**config.mk**
```make
export PLATFORM = sky130hd
export DESIGN_NAME = fnss_seq
export DESIGN_NICKNAME = d
export VERILOG_FILES = /design/src/rtl/fnss_pkg.sv /design/src/rtl/fnss_seq.sv
export SDC_FILE = /design/constraint.sdc
export NUM_CORES = 1
export LEC_CHECK = 0
export BUFFER_PORTS_ARGS = -buffer_cell sky130_fd_sc_hd__clkbuf_2
export CAP_MARGIN = 20
export CORE_ASPECT_RATIO = 0.8
export CORE_MARGIN = 3
export CORE_UTILIZATION = 40
export DETAILED_ROUTE_END_ITERATION = 7
export GPL_ROUTABILITY_DRIVEN = 0
export MAX_ROUTING_LAYER = met4
export SLEW_MARGIN = 20
export SYNTH_ARGS = -nofsm -noshare
export SYNTH_HDL_FRONTEND = slang
export SYNTH_SLANG_ARGS = --single-unit
```
**constraint.sdc**
```tcl
create_clock -name clk -period 8.15 [get_ports clk]
set_clock_uncertainty 0.05 [all_clocks]
set_input_delay 1.2225 -clock clk [delete_from_list [all_inputs] [get_ports clk]]
set_output_delay 1.2225 -clock clk [all_outputs]
set_load 0.01 [all_outputs]
```
**src/rtl/fnss_pkg.sv**
```systemverilog
// ----------------------------------------------------------------------------
// fnss_pkg
// Shared types and constants of the four-neighbour sum stencil.
// ----------------------------------------------------------------------------
package fnss_pkg;

  localparam int CFG_IDX_W  = 2;
  localparam int CFG_DATA_W = 11;
  localparam int POS_W      = 10;
  localparam int SLOT_W     = 2;
  localparam int NUM_SLOTS  = 3;

  // smallest frame dimension, also the reset value of both registers
  localparam int FRAME_DIM_MIN = 2;

  localparam logic [CFG_IDX_W-1:0] REG_FRAME_ROWS = 2'd0;
  localparam logic [CFG_IDX_W-1:0] REG_FRAME_COLS = 2'd1;

  localparam logic MODE_PIXEL = 1'b0;
  localparam logic MODE_FLUSH = 1'b1;

  // control of one item between the address stage and the sum stage
  typedef struct packed {
    logic             emit;
    logic             left_en;
    logic             right_en;
    logic             up_en;
    logic             down_en;
    logic             first_col;
    logic             last;
    logic [POS_W-1:0] row;
    logic [POS_W-1:0] col;
  } s1_ctrl_t;

endpackage

```
**src/rtl/fnss_seq.sv**
```systemverilog
// ----------------------------------------------------------------------------
// fnss_seq
// Raster position counters, slot rotation, config registers and the
// line store addresses of each item.
// ----------------------------------------------------------------------------
module fnss_seq #(
  parameter int MAX_ROWS   = 1024,
  parameter int MAX_COLS   = 1024,
  parameter int PIXEL_BITS = 16
) (
  input  logic                               clk,
  input  logic                               rst,
  input  logic                               cfg_valid,
  input  logic [fnss_pkg::CFG_IDX_W-1:0]     cfg_index,
  input  logic [fnss_pkg::CFG_DATA_W-1:0]    cfg_data,
  input  logic                               accept,
  input  logic                               mode,
  input  logic [PIXEL_BITS-1:0]              pixel,
  output logic                               mem_wr_en,
  output logic [fnss_pkg::SLOT_W-1:0]        mem_wr_slot,
  output logic [$clog2(MAX_COLS)-1:0]        mem_wr_col,
  output logic                               mem_rd_en,
  output logic [fnss_pkg::SLOT_W-1:0]        rd_slot_a,
  output logic [$clog2(MAX_COLS)-1:0]        rd_col_a,
  output logic [fnss_pkg::SLOT_W-1:0]        rd_slot_b,
  output logic [$clog2(MAX_COLS)-1:0]        rd_col_b,
  output logic                               s1_load,
  output fnss_pkg::s1_ctrl_t                 s1_ctrl,
  output logic [PIXEL_BITS-1:0]              col0_pix
);
  import fnss_pkg::*;

  localparam int COL_W  = $clog2(MAX_COLS);
  localparam int ROW_W  = $clog2(MAX_ROWS);
  localparam int CCNT_W = $clog2(MAX_COLS + 1);
  localparam int RCNT_W = $clog2(MAX_ROWS + 1);

  logic [RCNT_W-1:0]     frame_rows;
  logic [CCNT_W-1:0]     frame_cols;
  logic [SLOT_W-1:0]     row_slot_base;
  logic [ROW_W-1:0]      input_row;
  logic [COL_W-1:0]      input_col;
  logic                  flush_active;
  logic [COL_W-1:0]      flush_col;
  logic [PIXEL_BITS-1:0] col0_cur;
  logic [PIXEL_BITS-1:0] col0_prev;

  logic [SLOT_W-1:0] prev_slot;
  logic [SLOT_W-1:0] prev2_slot;
  logic              is_flush;
  logic              take_pix;
  logic              take_flush;
  logic [COL_W-1:0]  col;
  logic [CCNT_W-1:0] col_inc;
  logic              right_en;
  logic [RCNT_W-1:0] row_inc;
  logic              frame_end;
  logic [ROW_W-1:0]  row_m1;
  logic [RCNT_W-1:0] rows_m1;
  logic [RCNT_W-1:0] rows_clamped;
  logic [CCNT_W-1:0] cols_clamped;

  always_comb begin
    prev_slot  = (row_slot_base == '0) ? SLOT_W'(NUM_SLOTS - 1)
                                       : row_slot_base - SLOT_W'(1);
    prev2_slot = (row_slot_base == SLOT_W'(NUM_SLOTS - 1)) ? '0
                                                           : row_slot_base + SLOT_W'(1);
    is_flush   = (mode == MODE_FLUSH);
    take_pix   = accept && !is_flush && !flush_active;
    take_flush = accept && is_flush && flush_active;
    col        = is_flush ? flush_col : input_col;
    col_inc    = CCNT_W'(col) + CCNT_W'(1);
    right_en   = (col_inc < frame_cols);
    row_inc    = RCNT_W'(input_row) + RCNT_W'(1);
    frame_end  = (row_inc >= frame_rows);
    row_m1     = input_row - ROW_W'(1);
    rows_m1    = frame_rows - RCNT_W'(1);
  end

  // saturate register writes into the legal range
  always_comb begin
    if (cfg_data < CFG_DATA_W'(FRAME_DIM_MIN)) begin
      rows_clamped = RCNT_W'(FRAME_DIM_MIN);
      cols_clamped = CCNT_W'(FRAME_DIM_MIN);
    end else begin
      rows_clamped = (32'(cfg_data) > 32'(MAX_ROWS)) ? RCNT_W'(MAX_ROWS)
                                                     : RCNT_W'(cfg_data);
      cols_clamped = (32'(cfg_data) > 32'(MAX_COLS)) ? CCNT_W'(MAX_COLS)
                                                     : CCNT_W'(cfg_data);
    end
  end

  assign mem_wr_en   = take_pix;
  assign mem_wr_slot = row_slot_base;
  assign mem_wr_col  = input_col;
  assign s1_load     = take_pix || take_flush;
  assign mem_rd_en   = s1_load;
  assign rd_slot_a   = prev_slot;
  assign rd_col_a    = right_en ? col_inc[COL_W-1:0] : col;
  assign rd_slot_b   = prev2_slot;
  assign rd_col_b    = col;
  assign col0_pix    = col0_prev;

  always_comb begin
    s1_ctrl.emit      = is_flush || (input_row != '0);
    s1_ctrl.left_en   = (col != '0);
    s1_ctrl.right_en  = right_en;
    s1_ctrl.up_en     = is_flush || (RCNT_W'(input_row) >= RCNT_W'(2));
    s1_ctrl.down_en   = !is_flush;
    s1_ctrl.first_col = (col == '0);
    s1_ctrl.last      = is_flush && !right_en;
    s1_ctrl.row       = is_flush ? POS_W'(rows_m1) : POS_W'(row_m1);
    s1_ctrl.col       = POS_W'(col);
  end

  always_ff @(posedge clk) begin
    if (rst) begin
      frame_rows    <= RCNT_W'(FRAME_DIM_MIN);
      frame_cols    <= CCNT_W'(FRAME_DIM_MIN);
      row_slot_base <= '0;
      input_row     <= '0;
      input_col     <= '0;
      flush_active  <= 1'b0;
      flush_col     <= '0;
    end else begin
      if (cfg_valid) begin
        case (cfg_index)
          REG_FRAME_ROWS: frame_rows <= rows_clamped;
          REG_FRAME_COLS: frame_cols <= cols_clamped;
          default: ;
        endcase
      end
      if (take_pix) begin
        if (!right_en) begin
          input_col     <= '0;
          row_slot_base <= prev2_slot;
          if (frame_end) begin
            input_row    <= '0;
            flush_active <= 1'b1;
            flush_col    <= '0;
          end else begin
            input_row <= row_inc[ROW_W-1:0];
          end
        end else begin
          input_col <= col_inc[COL_W-1:0];
        end
      end
      if (take_flush) begin
        if (!right_en) begin
          flush_active <= 1'b0;
          flush_col    <= '0;
        end else begin
          flush_col <= col_inc[COL_W-1:0];
        end
      end
    end
  end

  // column-0 pixel of the row above, kept out of the store read ports
  always_ff @(posedge clk) begin
    if (take_pix) begin
      if (input_col == '0) begin
        col0_cur <= pixel;
      end
      if (!right_en) begin
        col0_prev <= col0_cur;
      end
    end
  end

endmodule

```
==> impl_metrics.toml, run 1 <==
[timing]
max_freq_mhz = 150
fin_setup_tns_ns = 0
slew-limit-headroom_pct = 32.0
hold_viol = 0
slew_viol_final = 0
holdWs_ns = 0.370
min_period_ns = 6.68
fin_crit_sh_pct = 82.0
tightest_slew_ns = 1.02
setup_viol = 0
rsz0062_at_grt = "false"

[logic_synthesis]
synth_top_cell_area_share_pct = 22.7
yosysMostFrequentCell = "nand2_1"
synth_simple_gate_area_share_pct = 17.4
synth_top_family_by_area = "simple AND/OR/NAND/NOR gates"
synth_edf_count = 32
synth-xor-area-share_pct = 5.42
yosys-top-cells-count = "nand2_1, dfxtp_1, inv_1, a21oi_1, edfxtp_1"
synth_ff_type = "dfxtp_1"
synth-seq-cells = 87
synth.distinct_cells = 61
syn_inst = 523
yosys_warnings = 0
synth_top_cell_by_area = "dfxtp_1"
async_flop_share_pct = 0
synth_area_leaders = "dfxtp_1, edfxtp_1, ha_1"
seq_area_frac_synth_pct = 42.6
synth_fa_ha_area_share_pct = 8.01
syn_area_per_cell_um2 = 9.26
synth_nets = 588
syn-cell-area_um2 = 4840
synth_compound_area_share_pct = 13.7
synth.area.mux_share_pct = 5.04

[routing]
drc_errors = 0
wl_um = 12400
drt-vias-per-instance = 5.35
ant_nets = 0
vias = 4106
firstDrtPassIters = 5
drt_iter0_drc = 277
wire_per_inst_um = 16.1

[floorplan]
die_area_um2 = 13500
initial_core_util_pct = 41.6
core_area_um2 = 11600
die_w_um = 129
fp.dieH_um = 104
rows = 35
io_pins = 116

[setup_path]
r2r_slack_ns = 3.98
worstReg2RegEnd = "input_row[2]"
required_ns = 6.88
worstPathArrival_ns = 5.41
cp_max_fo = 19
r2r-start = "mem_wr_col[1]"
end_kind = "primary output"
rr_worst_depth = 15
start_kind = "primary input"
criticalPathCategory = "in2out"

[grt]
grt_overflow = 0
grt_pass1_vias = 4015
grt_max_degree = 42
grt_pass1_wl_um = 20500
grt_use_total_pct = 19.2
antenna_found_initial = 0

[power_and_ir_drop]
ir_drop_v = 0.000111
cellPowerDensity_nw_per_um2 = 174
design_power_total_mw = 0.994
p_leak_nw = 2.46

[clock_network]
path_clk_slew_ns = 0.07
clockRootBuffer = "clkbuf_16"
cts_tree = "done"
postCtsSetupBuffers = 0
clockBufferDepth = 2
cts_resized = 0
worstSkewPairLatency_ns = 0.35
clock-sinks = 87
cts_made_buffers = 9
holdBufCountCts = 0
h-tree-depth = 3

[min_path]
hp-start = "col0_cur[4]"
worstHoldPathCells = 0
hold_end = "col0_pix[4]"
min_path_type = "reg2reg"

[layout]
area_delta_synth_final_pct = 18.3
drive_above_1_share_pct = 24.0
diodes = 0
nFillCells = 1129
final_nets = 680
post-route-util_pct = 49.2

[placement]
hpwl_um = 9370
io_buffers = 115

[flow_run]
maxCapViolCount = 0

[run_status]
status = "finished clean"
[power by group]
group          internal (mW)  switching (mW)
registers              0.461         0.00794
logic                 0.0440          0.0679
clock network          0.216           0.197
[layer usage]
metal / up-vias / wire [µm] / track usage (%)
li1: 2000 / - / -
met1: 1935 / 5690 / 26.8
met2: 158 / 5660 / 28.7
met3: 13 / 926 / 4.41
met4: 0 / 116 / 3.82
met5: - / 0 / -
[registers in the layout (all words and copies together), names as in the netlist, named ones only]
name         count
frame_cols      11
col0_cur        16
mem_wr_slot      2
frame_rows      11
col0_pix        16
input_row       10
mem_wr_col      10
flush_col       10
[cells by family after synthesis]
logic type / after synthesis
simple gates: 172
mux: 23
compound gates: 96
fa+ha+maj: 31
flops: 87
xor+xnor: 30
buf+inv: 84
[placed cells by master, fill, tap and decap left out, drive strengths merged, types with 2 or more instances in the layout]
cell     netlist  layout
edfxtp        32      32
nor3          18      18
clkbuf        14     124
nand3b         3       3
inv           44      48
o21ai         14      14
a21oi         37      37
nor4           4       4
and3b          2       2
o21bai         2       2
nand3         28      28
o32ai          2       2
nor2b          9       9
mux2i         22      22
nand4          6       6
a41oi          2       2
o2bb2ai        3       3
dfxtp         55      55
nor2          14      14
o22ai          5       5
ha            31      31
a21o           6       6
nand2         72      72
a31oi          2       2
xor2           9       9
o211ai         3       3
a22o          11      11
buf           24       4
xnor2         21      21
nor3b          4       4
clkinv         2       4
and3           4       4
[stage by stage]
| stage | setup slack (ns) | std cells | area [µm²] |
|---|---|---|---|
| floorplan | 2.15 | 523 | 4840 |
| global placement | 1.74 | 752 | 5430 |
| detailed placement | 1.53 | 752 | 5430 |
| CTS | 1.53 | 768 | 5730 |
| global route | 1.18 | 768 | 5730 |
| finish | 1.47 | 768 | 5730 |
[final cells by class]
type	count	area, µm²	share of cell area [%]
Tap cell	148	185	3.23
Clock inverter	7	72.6	1.27
Timing Repair Buffer	119	606	10.6
Clock buffer	9	225	3.93
Sequential cell	87	2060	36.0
Multi-Input combinational cell	352	2400	42.0
Inverter	46	173	3.01
[worst max-delay path by stage]
stage          start     endpoint  slack [ns]  depth (start not counted)
5_1_grt         mode  rd_col_a[1]        1.18                         16
3_5_place_dp    mode  rd_col_a[1]        1.53                         16
6_report        mode  rd_col_a[1]        1.47                         16
4_1_cts         mode  rd_col_a[1]        1.53                         16
3_3_place_gp    mode  rd_col_a[1]        1.74                         16
2_1_floorplan   mode  rd_col_a[4]        2.15                         19
[worst max-delay path, stage by stage]
cell	delay [ns]
clkbuf_2	0.32
mux2i_4	0.33
inv_2	0.12
ha_1	0.28
nand4_1	0.12
a22oi_1	0.39
nand3_1	0.20
xnor2_1	0.27
ha_1	0.29
and4_1	0.22
o2111a_1	0.17
a41oi_4	0.25
and2_1	0.49
buf_4	0.27
mux2_2	0.34
clkbuf_2	0.12
No activity file was read; power rests on OpenSTA's default activity.
==> run 2: changes to the inputs <==
- clock period: 8.15 -> 5.8 ns (I/O delays scaled with it)
==> run 2 against run 1 <==
  * Critical path depth is 1 higher
  * Die area stayed put
  * Sequential power is 41% higher
  * Core utilization is 0.27 points higher
  * Combinational power is 43% higher
  * Clock-buffer cell count stayed put
  * Cell area is 0.55% higher
  * Via count is 0.88% lower
  * Critical path type unchanged
  * Non-clock buffer count is 4 higher
  * Highest routed layer unchanged
  * Sequential cell count stayed put
  * First-iteration DRC count is 22% lower
  * Hold slack worse by 0.00064 ns
  * Largest cell class unchanged
==> impl_metrics.toml, run 2 (same netlist as run 1, synthesis figures left out) <==
[timing]
rsz0062_at_grt = "false"
max_freq_mhz = 182
setup_viol = 0
min_period_ns = 5.49
hold_viol = 0
slew_viol_final = 0
tightest_slew_ns = 0.902
holdWs_ns = 0.369
slew-limit-headroom_pct = 39.8
fin_crit_sh_pct = 94.6
fin_setup_tns_ns = 0

[setup_path]
cp_max_fo = 10
crit_chain = "clkbuf_2 -> mux2i_4 -> inv_2 -> ha_1 -> nand4_1 -> a22oi_1 -> nand3_1 -> xnor2_1 -> ha_1 -> and4_1 -> o2111a_1 -> a41oi_4 -> and2_1 -> buf_4 -> nand2_1 -> xnor2_1 -> clkbuf_2"
start_kind = "primary input"
slowest_delay_ns = 0.40
crit_start = "mode"
end_kind = "primary output"
r2r-start = "mem_wr_col[1]"
cp_slowest_cell = "and2_1"
r2r_slack_ns = 1.57
worstPathArrival_ns = 4.57
required_ns = 4.88
criticalPathCategory = "in2out"

[routing]
wl_um = 12200
wire_per_inst_um = 15.8
drc_errors = 0
drt_iter0_drc = 216
firstDrtPassIters = 5
ant_nets = 0
drt-vias-per-instance = 5.27
vias = 4070

[grt]
grt_overflow = 0
grt_pass1_wl_um = 19800
grt_pass1_vias = 4063
grt_max_degree = 42
antenna_found_initial = 0
grt_use_total_pct = 18.6

[layout]
diodes = 0
final_nets = 684
final_cells = 772
nFillCells = 1097
drive_above_1_share_pct = 24.7
final_common_cell = "clkbuf_2"
layout_common_cells = "clkbuf_2, nand2_1, dfxtp_1, inv_1, a21oi_1"
area_delta_synth_final_pct = 18.9

[clock_network]
holdBufCountCts = 0
clockRootBuffer = "clkbuf_16"
clock-sinks = 87
clockBufferDepth = 2
h-tree-depth = 3
postCtsSetupBuffers = 0
cts_tree = "done"
cts_made_buffers = 9
worstSkewPairLatency_ns = 0.34
path_clk_slew_ns = 0.07
cts_resized = 0

[power_and_ir_drop]
cellPowerDensity_nw_per_um2 = 241
design_power_total_mw = 1.39
p_leak_nw = 2.49
ir_drop_v = 0.000145

[placement]
io_buffers = 115
place_inst = 756
hpwl_um = 9380

[floorplan]
core_area_um2 = 11600
rows = 35
initial_core_util_pct = 41.6
die_area_um2 = 13500
fp.dieH_um = 104
die_w_um = 129
io_pins = 116

[min_path]
hp-start = "col0_cur[0]"
min_path_type = "reg2reg"

[flow_run]
maxCapViolCount = 0

[run_status]
status = "finished clean"
run 2: cell count changes in the layout (fill, tap and decap cells not counted), sizes merged:
cell,change
clkinv,+1
clkinvlp,-1
buf,+4
run 2: worst paths after layout:
kind | to | depth (start not counted)
min reg2reg | col0_pix[0] | 0
min | col0_pix[0] | 0
max | rd_col_a[6] | 17
max reg2reg | col0_pix[10] | 14
run 2: layer usage:
| layer | up-vias | routed length, µm | GRT usage (%) |
|---|---|---|---|
| met3 | 11 | 770 | 4.83 |
| met4 | 0 | 84 | 4.27 |
| li1 | 2016 | - | - |
| met5 | - | 0 | - |
| met1 | 1900 | 5680 | 24.8 |
| met2 | 143 | 5630 | 28.6 |
run 2: report_power, final:
part / internal [mW] / switching (mW) / leakage, nW
logic: 0.0636 / 0.0965 / 1.60
registers: 0.648 / 0.0111 / 0.738
clock network: 0.303 / 0.267 / 0.146
run 2: through the flow:
step                util, %  worst slack (ns)  cell area, µm²
floorplan                 -             0.502            4840
finish                 49.4             0.315            5760
CTS                    49.4             0.362            5750
detailed placement     46.9             0.386            5460
global placement       46.9             0.541            5460
global route           49.4            0.0390            5760
run 2: worst max-delay path, delay by kind of cell:
kind                       cells  cell delay [ns]
AOI/OAI and AO/OA              3             0.82
xor gates and xnor gates       2             0.40
adders and majority gates      2             0.56
buffers and inverters          4             0.64
muxes                          1             0.23
and+or+nand+nor                5             1.04
run 2: area by class of cell:
class	instances	area (µm²)	share of cell area [%]
Tap cell	148	185	3.22
Sequential cell	87	2060	35.8
Clock inverter	7	68.8	1.19
Clock buffer	9	225	3.91
Inverter	46	173	3.00
Timing Repair Buffer	123	636	11.0
Multi-Input combinational cell	352	2410	41.8
