==> src/rtl/fnss_pkg.sv <==
// ----------------------------------------------------------------------------
// fnss_pkg
// Shared types and constants of the four-neighbour sum stencil.
// ----------------------------------------------------------------------------
package fnss_pkg;

  localparam int CFG_IDX_W  = 2;
  localparam int CFG_DATA_W = 11;
  localparam int POS_W      = 10;
  localparam int SLOT_W     = 2;
  localparam int NUM_SLOTS  = 3;

  // smallest frame dimension, also the reset value of both registers
  localparam int FRAME_DIM_MIN = 2;

  localparam logic [CFG_IDX_W-1:0] REG_FRAME_ROWS = 2'd0;
  localparam logic [CFG_IDX_W-1:0] REG_FRAME_COLS = 2'd1;

  localparam logic MODE_PIXEL = 1'b0;
  localparam logic MODE_FLUSH = 1'b1;

  // control of one item between the address stage and the sum stage
  typedef struct packed {
    logic             emit;
    logic             left_en;
    logic             right_en;
    logic             up_en;
    logic             down_en;
    logic             first_col;
    logic             last;
    logic [POS_W-1:0] row;
    logic [POS_W-1:0] col;
  } s1_ctrl_t;

endpackage

==> src/rtl/fnss_win.sv <==
// ----------------------------------------------------------------------------
// fnss_win
// Sum stage: left-neighbour window, four-term add and output register.
// ----------------------------------------------------------------------------
module fnss_win #(
  parameter int PIXEL_BITS = 16
) (
  input  logic                           clk,
  input  logic                           rst,
  input  logic                           s1_load,
  input  fnss_pkg::s1_ctrl_t             s1_ctrl_in,
  input  logic signed [PIXEL_BITS-1:0]   down_in,
  input  logic signed [PIXEL_BITS-1:0]   col0_in,
  input  logic signed [PIXEL_BITS-1:0]   rd_data_a,
  input  logic signed [PIXEL_BITS-1:0]   rd_data_b,
  input  logic                           out_stall,
  output logic                           hold,
  output logic                           out_valid,
  output logic signed [PIXEL_BITS+1:0]   neighbour_sum,
  output logic [fnss_pkg::POS_W-1:0]     out_row,
  output logic [fnss_pkg::POS_W-1:0]     out_col,
  output logic                           frame_last
);
  import fnss_pkg::*;

  localparam int SUM_W = PIXEL_BITS + 2;

  logic                         s1_valid;
  s1_ctrl_t                     s1;
  logic signed [PIXEL_BITS-1:0] s1_down;
  logic signed [PIXEL_BITS-1:0] s1_col0;
  logic signed [PIXEL_BITS-1:0] win_mid;
  logic signed [PIXEL_BITS-1:0] win_left;

  logic                         s1_adv;
  logic signed [SUM_W-1:0]      t_left;
  logic signed [SUM_W-1:0]      t_right;
  logic signed [SUM_W-1:0]      t_up;
  logic signed [SUM_W-1:0]      t_down;
  logic signed [SUM_W-1:0]      sum;

  assign s1_adv = s1_valid && (!s1.emit || !out_valid || !out_stall);
  assign hold   = s1_valid && !s1_adv;

  always_comb begin
    t_left  = s1.left_en  ? SUM_W'(win_left)  : '0;
    t_right = s1.right_en ? SUM_W'(rd_data_a) : '0;
    t_up    = s1.up_en    ? SUM_W'(rd_data_b) : '0;
    t_down  = s1.down_en  ? SUM_W'(s1_down)   : '0;
    sum     = t_left + t_right + t_up + t_down;
  end

  always_ff @(posedge clk) begin
    if (rst) begin
      s1_valid  <= 1'b0;
      out_valid <= 1'b0;
    end else begin
      if (s1_load) begin
        s1_valid <= 1'b1;
      end else if (s1_adv) begin
        s1_valid <= 1'b0;
      end
      if (s1_adv && s1.emit) begin
        out_valid <= 1'b1;
      end else if (!out_stall) begin
        out_valid <= 1'b0;
      end
    end
  end

  always_ff @(posedge clk) begin
    if (s1_load) begin
      s1      <= s1_ctrl_in;
      s1_down <= down_in;
      s1_col0 <= col0_in;
    end
    // window slides one column per item: mid = above[c], left = above[c-1]
    if (s1_adv) begin
      win_left <= s1.first_col ? s1_col0 : win_mid;
      win_mid  <= rd_data_a;
    end
    if (s1_adv && s1.emit) begin
      neighbour_sum <= sum;
      out_row       <= s1.row;
      out_col       <= s1.col;
      frame_last    <= s1.last;
    end
  end

endmodule

==> config.mk <==
export PLATFORM = sky130hd
export DESIGN_NAME = fnss_win
export DESIGN_NICKNAME = d
export VERILOG_FILES = /design/src/rtl/fnss_pkg.sv /design/src/rtl/fnss_win.sv
export SDC_FILE = /design/constraint.sdc
export NUM_CORES = 1
export LEC_CHECK = 0
export ABC_AREA = 1
export ABC_CLOCK_PERIOD_IN_PS = 4580
export BUFFER_PORTS_ARGS = -buffer_cell sky130_fd_sc_hd__buf_2
export CAP_MARGIN = 20
export CORE_ASPECT_RATIO = 1.25
export CORE_UTILIZATION = 30
export CTS_CLUSTER_DIAMETER = 50
export DETAILED_ROUTE_END_ITERATION = 7
export PLACE_DENSITY = 0.55
export SKIP_CTS_REPAIR_TIMING = 1
export SYNTH_ARGS = -nofsm -noshare
export SYNTH_HDL_FRONTEND = slang
export SYNTH_SLANG_ARGS = --single-unit
export TNS_END_PERCENT = 20
==> constraint.sdc <==
create_clock -name clk -period 4.58 [get_ports clk]
set_input_delay 0.687 -clock clk [delete_from_list [all_inputs] [get_ports clk]]
set_output_delay 0.687 -clock clk [all_outputs]
set_load 0.02 [all_outputs]
==> flow_summary.toml, run 1 <==
[status]
outcome = "complete, no violations"

[yosys]
netlist_area_um2 = 6500
ys_ff_latch = 132
yosys_most_used_dff = "edfxtp_1"
yosysTopAreaCellShare = 0.601
syn_inst = 559
synth_fp_nets = 704
ys_warn_count = 0
synth_async_sr_flop_share = 0
synth-edff-count = 130
ys_top_cells_by_area = "edfxtp_1 60%, fa_1 10%, nand2_1 8.7%"
ys_types = 22
yosysMostFrequentCell = "nand2_1"
synth_commonest_cells = "151 x nand2_1, 139 x inv_1, 130 x edfxtp_1, 33 x fa_1, 17 x ha_1"
avgSynthCellArea_um2 = 11.6
ys_seq_area_frac = 0.607
yosys.area.top_type = "edfxtp_1"

[cells_and_area]
fin_area_um2 = 8080
syn_to_final_growth_pct = 24.3
drive_gt1_frac = 0.282
final_nets = 851
final_cells = 994

[timing]
final.setup.tns_ns = 0
fin_crit_sh = 0.751
finalHoldViolations = 0
finalMaxSlewViolations = 0
slew-limit-headroom = 0.365
worst_pin_slew_ns = 0.952
fmax_mhz = 291
rsz0062_at_grt = "no"
fin_ws_ns = 1.14
post-route-min-period_ns = 3.44
fin_skew_ns = 0.00619
setup_violations = 0

[global_routing]
grt_use_total = 0.123
gr-total-overflow = 0
grt_max_degree = 40
first_global_vias = 4144
grt_pass1_wl_mm = 20.8
antenna_found_initial = 1

[critical_path]
worstPathMaxFanout = 16
crit_slowest_cell = "edfxtp_1"
startpoint = "s1[23]"
path_buf_inv = 1
worst_setup_path_end_kind = "flop"
path_cells = "nand2_1, fa_1, fa_1, inv_1, ha_1, fa_1, nand2_1, nand2_1, nand3b_1, nand2_2, nand2_1, nand2_1, nand2_1, nand2_1"
critPathArrivalTime_ns = 3.61
path_common_cell = "nand2_1"
cp.required_ns = 4.75
path_class = "flop to flop"
cp.depth = 14
worstReg2RegStart = "s1[23]"
worst_r2r_path_depth = 14
critical_path.startpoint_type = "flop"
cp_top_family = "adder cells"
slowest_delay_ns = 0.70

[clocking]
cts_buffer_depth = 2
path_clk_slew_ns = 0.06
cts_sinks = 132
cts_buffers = 17
cts.htree.levels = 4
cts_tree = "built"
root_buffer = "clkbuf_16"
clock_latency_ns = 0.41

[hold_path]
hold_path_class = "flop to flop"
hold_start = "s1[9]"
holdPathStages = 0

[placement]
dp_slack_ns = 1.14
detailed_place_hpwl_mm = 9.76
placed_cells = 961
gp_congestion = 0.784
dpl_cell_area_um2 = 7490
portBuffers = 135

[power]
power.internal_w = 0.00256
p_total_w = 0.00360
seqPwrFrac = 0.414
clock_power_share = 0.373
ir_drop_uv = 270
p_leak_nw = 3.88
switching_power_w = 0.00105
p_comb_frac = 0.212
swShare = 0.290
power.density_nw_per_um2 = 446

[detailed_routing]
totalWireLength_mm = 12.7
vias = 3986
drtPass1Iterations = 4
detail-route-antenna-nets = 0
wire_per_inst_um = 12.7
via_per_inst = 4.01
drc = 0
dr.first_iter.drc_count = 134

[die]
start_util = 0.309
core-area_um2 = 21000
ioPinCount = 136
num_rows = 59
die_y_um = 167
die_w_um = 134
dieArea_um2 = 22200

[run]
drv_cap = 0
flip-flops by register name, indices dropped and copies added (netlist names):
name,flops
s1_col0,16
out_valid,1
s1_down,16
s1,27
frame_last,1
out_col,10
neighbour_sum,18
s1_valid,1
out_row,10
win_mid,16
win_left,16
cell usage in the layout, fill, tap and decap left out:
cell type   synthesis  layout
nand2_1           151     151
inv_1             139     139
buf_2               5     135
edfxtp_1          130     130
fa_1               33      33
ha_1               17      17
clkbuf_16           0      17
mux2_2             16      16
nand3_1            11      11
nor2_1             11      11
nand2_2            10      10
a21oi_1             7       7
xor2_1              6       6
inv_2               4       4
nor3_2              4       4
inv_6               0       4
clkinvlp_4          0       3
buf_4               1       3
or2_1               2       2
nand3b_1            2       2
xnor2_1             2       2
bufinv_16           0       2
clkinv_4            0       2
clkbuf_1            4       2
dfxtp_1             2       2
diode_2             0       1
a21oi_2             1       1
a21o_1              1       1
clkinv_2            0       1
inv_8               0       1
layer usage:
| metal | share of wire | vias up | routed length [um] | global-route usage |
|---|---|---|---|---|
| li1 | - | 2029 | - | - |
| met1 | 0.42 | 1861 | 5290 | 0.140 |
| met2 | 0.52 | 75 | 6590 | 0.213 |
| met3 | 0.031 | 21 | 394 | 0.0268 |
| met4 | 0.030 | 0 | 377 | 0.0657 |
| met5 | 0 | - | 0 | 0 |
area by class of cell:
type | count | area, um2
antenna | 1 | 2.50
clock buffer | 19 | 433
clock inverter | 13 | 151
fill | 2076 | 13000
inverter | 143 | 537
multi-input combinational | 274 | 1970
sequential | 132 | 3940
tap | 274 | 343
timing repair buffer | 138 | 698
logic make-up after synthesis:
kind of cell,count (synthesis),share of synthesized area
muxes,16,0.0277
and+or+nand+nor,191,0.122
buffers and inverters,153,0.0899
adders and majority gates,50,0.134
xor gates and xnor gates,8,0.0108
DFF,132,0.607
AOI/OAI and AO/OA,9,0.00790
power by group through the flow:
stage	Combinational, W	Clock [W]	Sequential [W]
floorplan	0.000549	0	0.00153
global placement	0.000764	0	0.00152
detailed placement	0.000775	0	0.00152
CTS	0.000780	0.00139	0.00150
global route	0.000899	0.00143	0.00150
finish	0.000765	0.00135	0.00149
stage by stage:
| step | utilization | hold WS (ns) |
|---|---|---|
| global placement | 0.356 | 0.401 |
| finish | 0.384 | 0.418 |
| floorplan | - | 0.400 |
| CTS | 0.384 | 0.411 |
| detailed placement | 0.356 | 0.405 |
| global route | 0.384 | 0.416 |
path summary, 6_finish.rpt:
kind                             to  slack [ns]
setup / recovery  neighbour_sum[15]        1.14
hold / removal           out_col[9]        0.42
setup reg to reg  neighbour_sum[15]        1.14
hold reg to reg          out_col[9]        0.42
Note: power is estimated with default switching activity, not from simulation.
==> run 2, diff against run 1 <==
Settings changed: ABC_CLOCK_PERIOD_IN_PS 4580 to 3400.
Clock period 4.58 ns to 3.4 ns, I/O delays scaled along.
==> flow_summary.toml, run 2 (same netlist as run 1, synthesis figures left out) <==
[hold_path]
hold_path_class = "primary input to flop"
hold_start = "s1_ctrl_in[1]"
hold_end = "s1[1]"
holdPathStages = 1

[critical_path]
worst_setup_path_end_kind = "flop"
worstPathMaxFanout = 13
critPathArrivalTime_ns = 3.30
critical_path.startpoint_type = "flop"
worstReg2RegStart = "s1[24]"
cp.required_ns = 3.57
path_class = "flop to flop"
worst_r2r_path_depth = 15
r2r_end = "neighbour_sum[13]"
r2r_slack_ns = 0.27

[cells_and_area]
fill_cells = 2060
seq_area_um2 = 3940
largest_reg_flops = 27
mostFrequentLayoutCells = "151 x nand2_1, 139 x inv_1, 135 x buf_2, 130 x edfxtp_1, 32 x fa_1"
layout_commonest_cell = "nand2_1"
multi_input_area_um2 = 1970
top_regs = "s1 (27), neighbour_sum (18)"
syn_to_final_growth_pct = 24.9
final_nets = 855
top_register = "s1"
drive_gt1_frac = 0.288

[clocking]
root_buffer = "clkbuf_16"
cts_tree = "built"
cts_sinks = 132
clock_latency_ns = 0.41
cts_buffers = 17
path_clk_slew_ns = 0.06
cts.htree.levels = 4
cts_buffer_depth = 2

[status]
outcome = "complete, no violations"

[power]
p_leak_nw = 3.90
switching_power_w = 0.00140
clock_power_share = 0.360
power.internal_w = 0.00337
swShare = 0.293
seqPwrFrac = 0.419
ir_drop_uv = 222
p_comb_frac = 0.221
power.density_nw_per_um2 = 588

[timing]
fmax_mhz = 319
fin_skew_ns = 0.00619
final.setup.tns_ns = 0
fin_hold_ws_ns = 0.264
worst_pin_slew_ns = 0.736
fin_ws_ns = 0.269
rsz0062_at_grt = "no"
finalHoldViolations = 0
setup_violations = 0
finalMaxSlewViolations = 0
fin_crit_sh = 0.921
slew-limit-headroom = 0.510
post-route-min-period_ns = 3.13

[global_routing]
grt_pass1_wl_mm = 20.6
grt_max_degree = 43
antenna_found_initial = 1
grt_use_total = 0.123
gr-total-overflow = 0
first_global_vias = 4120

[detailed_routing]
vias = 3926
detail-route-antenna-nets = 0
wire_per_inst_um = 12.7
drc = 0
drtPass1Iterations = 4
dr.first_iter.drc_count = 130
via_per_inst = 3.93
totalWireLength_mm = 12.6

[placement]
portBuffers = 135
detailed_place_hpwl_mm = 9.93
dp_slack_ns = 0.158
gp_congestion = 0.779

[run]
drv_cap = 0

[die]
core-area_um2 = 21000
die_w_um = 134
start_util = 0.309
die_y_um = 167
dieArea_um2 = 22200
num_rows = 59
ioPinCount = 136
-- run 2: cell count changes in the layout (fill, tap and decap cells not counted), sizes merged --
cell	change
buf	+4
clkbuf	-2
bufinv	-1
clkinvlp	-1
clkinv	+4
-- run 2: routing by layer --
| layer | part of all wire | GRT usage | up-vias |
|---|---|---|---|
| met2 | 0.52 | 0.212 | 71 |
| met1 | 0.42 | 0.140 | 1794 |
| met4 | 0.032 | 0.0711 | 0 |
| li1 | - | - | 2041 |
| met3 | 0.026 | 0.0253 | 20 |
| met5 | 0 | 0 | - |
-- run 2: critical path, cell delays in order (launching register included) --
cell      delay, ns
edfxtp_1       0.44
buf_6          0.18
nand2_1        0.06
inv_1          0.05
fa_1           0.50
inv_1          0.06
fa_1           0.53
inv_1          0.04
ha_1           0.33
or2_1          0.26
nand3_1        0.11
nand2_2        0.09
nand2_1        0.09
nand2_1        0.06
nand2_1        0.05
nand2_1        0.05
-- run 2: power by group through the flow --
stage	registers [W]	clock network (W)	logic (W)
after floorplan	0.00206	0	0.000740
after global placement	0.00203	0	0.00106
after detailed placement	0.00204	0	0.00108
after CTS	0.00200	0.00177	0.00108
after global routing	0.00201	0.00183	0.00124
final	0.00200	0.00172	0.00106
-- run 2: worst max path at each step --
stage / to / depth (start not counted) / from / slack (ns)
3_3_place_gp: neighbour_sum[17] / 16 / rd_data_a[2] / 0.19
2_1_floorplan: neighbour_sum[15] / 16 / s1[23] / 0.25
3_5_place_dp: neighbour_sum[13] / 16 / rd_data_a[2] / 0.16
4_1_cts: neighbour_sum[13] / 16 / s1[25] / 0.19
6_report: neighbour_sum[13] / 15 / s1[24] / 0.27
5_1_grt: neighbour_sum[14] / 16 / s1[24] / 0.02
-- run 2: layout make-up --
class | instances | area share
clock inverters | 15 | 0.0160
multi-input cells | 274 | 0.243
well taps | 274 | 0.0423
inverters | 143 | 0.0662
clock buffers | 17 | 0.0524
flip-flops and latches | 132 | 0.486
repair buffers | 142 | 0.0933
diodes | 1 | 0.000308
-- run 2: stage by stage --
stage,cell area (um2),total power (W),std cells,utilization
after global placement,7540,0.00309,965,0.359
after global routing,8110,0.00508,998,0.386
after CTS,8100,0.00485,997,0.385
final,8110,0.00477,998,0.386
after floorplan,6500,0.00280,559,-
after detailed placement,7540,0.00311,965,0.359
==> run 3, diff against run 2 <==
Settings changed: BUFFER_PORTS_ARGS -buffer_cell sky130_fd_sc_hd__buf_2 to -buffer_cell sky130_fd_sc_hd__buf_4.
==> flow_summary.toml, run 3 (same netlist as run 1, synthesis figures left out) <==
[status]
outcome = "complete, no violations"

[cells_and_area]
syn_to_final_growth_pct = 31.0
fin_area_um2 = 8510
layout_commonest_cell = "nand2_1"
antenna_cells = 0
largest_reg_flops = 27
fill_cells = 2059
top_register = "s1"
drive_gt1_frac = 0.286
final_nets = 855
top_regs = "s1 (27), neighbour_sum (18)"
mostFrequentLayoutCells = "151 x nand2_1, 140 x buf_4, 139 x inv_1, 130 x edfxtp_1, 32 x fa_1"

[timing]
slew-limit-headroom = 0.437
finalHoldViolations = 0
fin_crit_sh = 0.935
final.setup.tns_ns = 0
fin_ws_ns = 0.223
worst_pin_slew_ns = 0.844
fin_skew_ns = 0.00865
rsz0062_at_grt = "no"
finalMaxSlewViolations = 0
setup_violations = 0
post-route-min-period_ns = 3.18
fmax_mhz = 315

[power]
power.density_nw_per_um2 = 593
power.internal_w = 0.00366
p_comb_frac = 0.219
seqPwrFrac = 0.396
switching_power_w = 0.00138
clock_power_share = 0.384
p_leak_nw = 4.05
ir_drop_uv = 316
swShare = 0.274

[global_routing]
grt_pass1_wl_mm = 21.1
first_global_vias = 4132
antenna_found_initial = 0
gr-total-overflow = 0
grt_use_total = 0.125
grt_max_degree = 61

[die]
ioPinCount = 136
core-area_um2 = 21000
die_w_um = 134
dieArea_um2 = 22200
start_util = 0.309
die_y_um = 167
num_rows = 59

[placement]
detailed_place_hpwl_mm = 9.84
dpl_cell_area_um2 = 7880
dp_slack_ns = 0.181
gp_congestion = 0.775
portBuffers = 135

[detailed_routing]
via_per_inst = 3.98
detail-route-antenna-nets = 0
dr.first_iter.drc_count = 119
wire_per_inst_um = 12.8
vias = 3964
totalWireLength_mm = 12.8
drc = 0
drtPass1Iterations = 4

[critical_path]
path_common_cell = "nand2_1"
r2r_slack_ns = 0.22
worstReg2RegStart = "s1[24]"
worstPathMaxFanout = 13
path_class = "flop to flop"
critical_path.startpoint_type = "flop"
r2r_end = "neighbour_sum[15]"
cp.required_ns = 3.57
crit_slowest_cell = "fa_1"
worst_r2r_path_depth = 15
slowest_delay_ns = 0.53
path_cells = "buf_4, nand2_1, inv_1, fa_1, inv_1, fa_1, inv_1, ha_1, or2_1, nand3b_1, nand2_2, nand2_1, nand2_1, nand2_1, nand2_1"
worst_setup_path_end_kind = "flop"
critPathArrivalTime_ns = 3.35

[clocking]
root_buffer = "clkbuf_16"
cts_sinks = 132
clock_latency_ns = 0.42
cts.htree.levels = 4
cts_buffers = 17
path_clk_slew_ns = 0.06
cts_buffer_depth = 2
cts_tree = "built"

[hold_path]
hold_end = "s1_valid"
hold_path_class = "primary input to flop"
hold_start = "rst"
holdPathStages = 2

[run]
drv_cap = 0
## run 3: power by group through the flow
stage / registers, W / clock network, W / logic, W
floorplan: 0.00206 / 0 / 0.000740
global placement: 0.00203 / 0 / 0.00111
detailed placement: 0.00203 / 0 / 0.00113
CTS: 0.00200 / 0.00200 / 0.00113
global route: 0.00201 / 0.00205 / 0.00130
finish: 0.00200 / 0.00194 / 0.00111
## run 3: layout make-up
cell class | count | area, um2 | share of cell area
clock inverter | 11 | 176 | 0.0207
tap | 274 | 343 | 0.0403
sequential | 132 | 3940 | 0.463
inverter | 143 | 537 | 0.0631
multi-input combinational | 274 | 1970 | 0.232
timing repair buffer | 142 | 1090 | 0.128
clock buffer | 21 | 450 | 0.0529
## run 3: worst max-delay path by stage
stage	start	endpoint	slack, ns	cells after the start
after CTS	s1[24]	neighbour_sum[15]	0.18	15
after floorplan	s1[23]	neighbour_sum[15]	0.25	16
final	s1[24]	neighbour_sum[15]	0.22	15
after global routing	s1[24]	neighbour_sum[17]	0.003	16
after global placement	rd_data_a[2]	neighbour_sum[17]	0.20	16
after detailed placement	rd_data_a[2]	neighbour_sum[17]	0.18	16
## run 3: metrics by stage
stage | hold slack (ns) | total power [W] | utilization | cells
floorplan | 0.400 | 0.00280 | - | 559
global placement | 0.401 | 0.00314 | 0.374 | 964
detailed placement | 0.405 | 0.00316 | 0.374 | 964
CTS | 0.229 | 0.00513 | 0.404 | 996
global route | 0.232 | 0.00536 | 0.405 | 997
finish | 0.252 | 0.00505 | 0.405 | 997
## run 3: routing by layer
metal	GRT usage	wire length, um	vias up
met5	0	0	-
met4	0.0627	342	0
met3	0.0283	409	24
met2	0.216	6660	70
met1	0.145	5390	1828
li1	-	-	2042
## run 3: worst max-delay path, delay by kind of cell, from the launching register on
family | cells | cell delay [ns]
flip-flops | 1 | 0.41
AND/OR/NAND/NOR | 8 | 0.78
buffers and inverters | 4 | 0.36
adder cells (fa/ha/maj) | 3 | 1.37
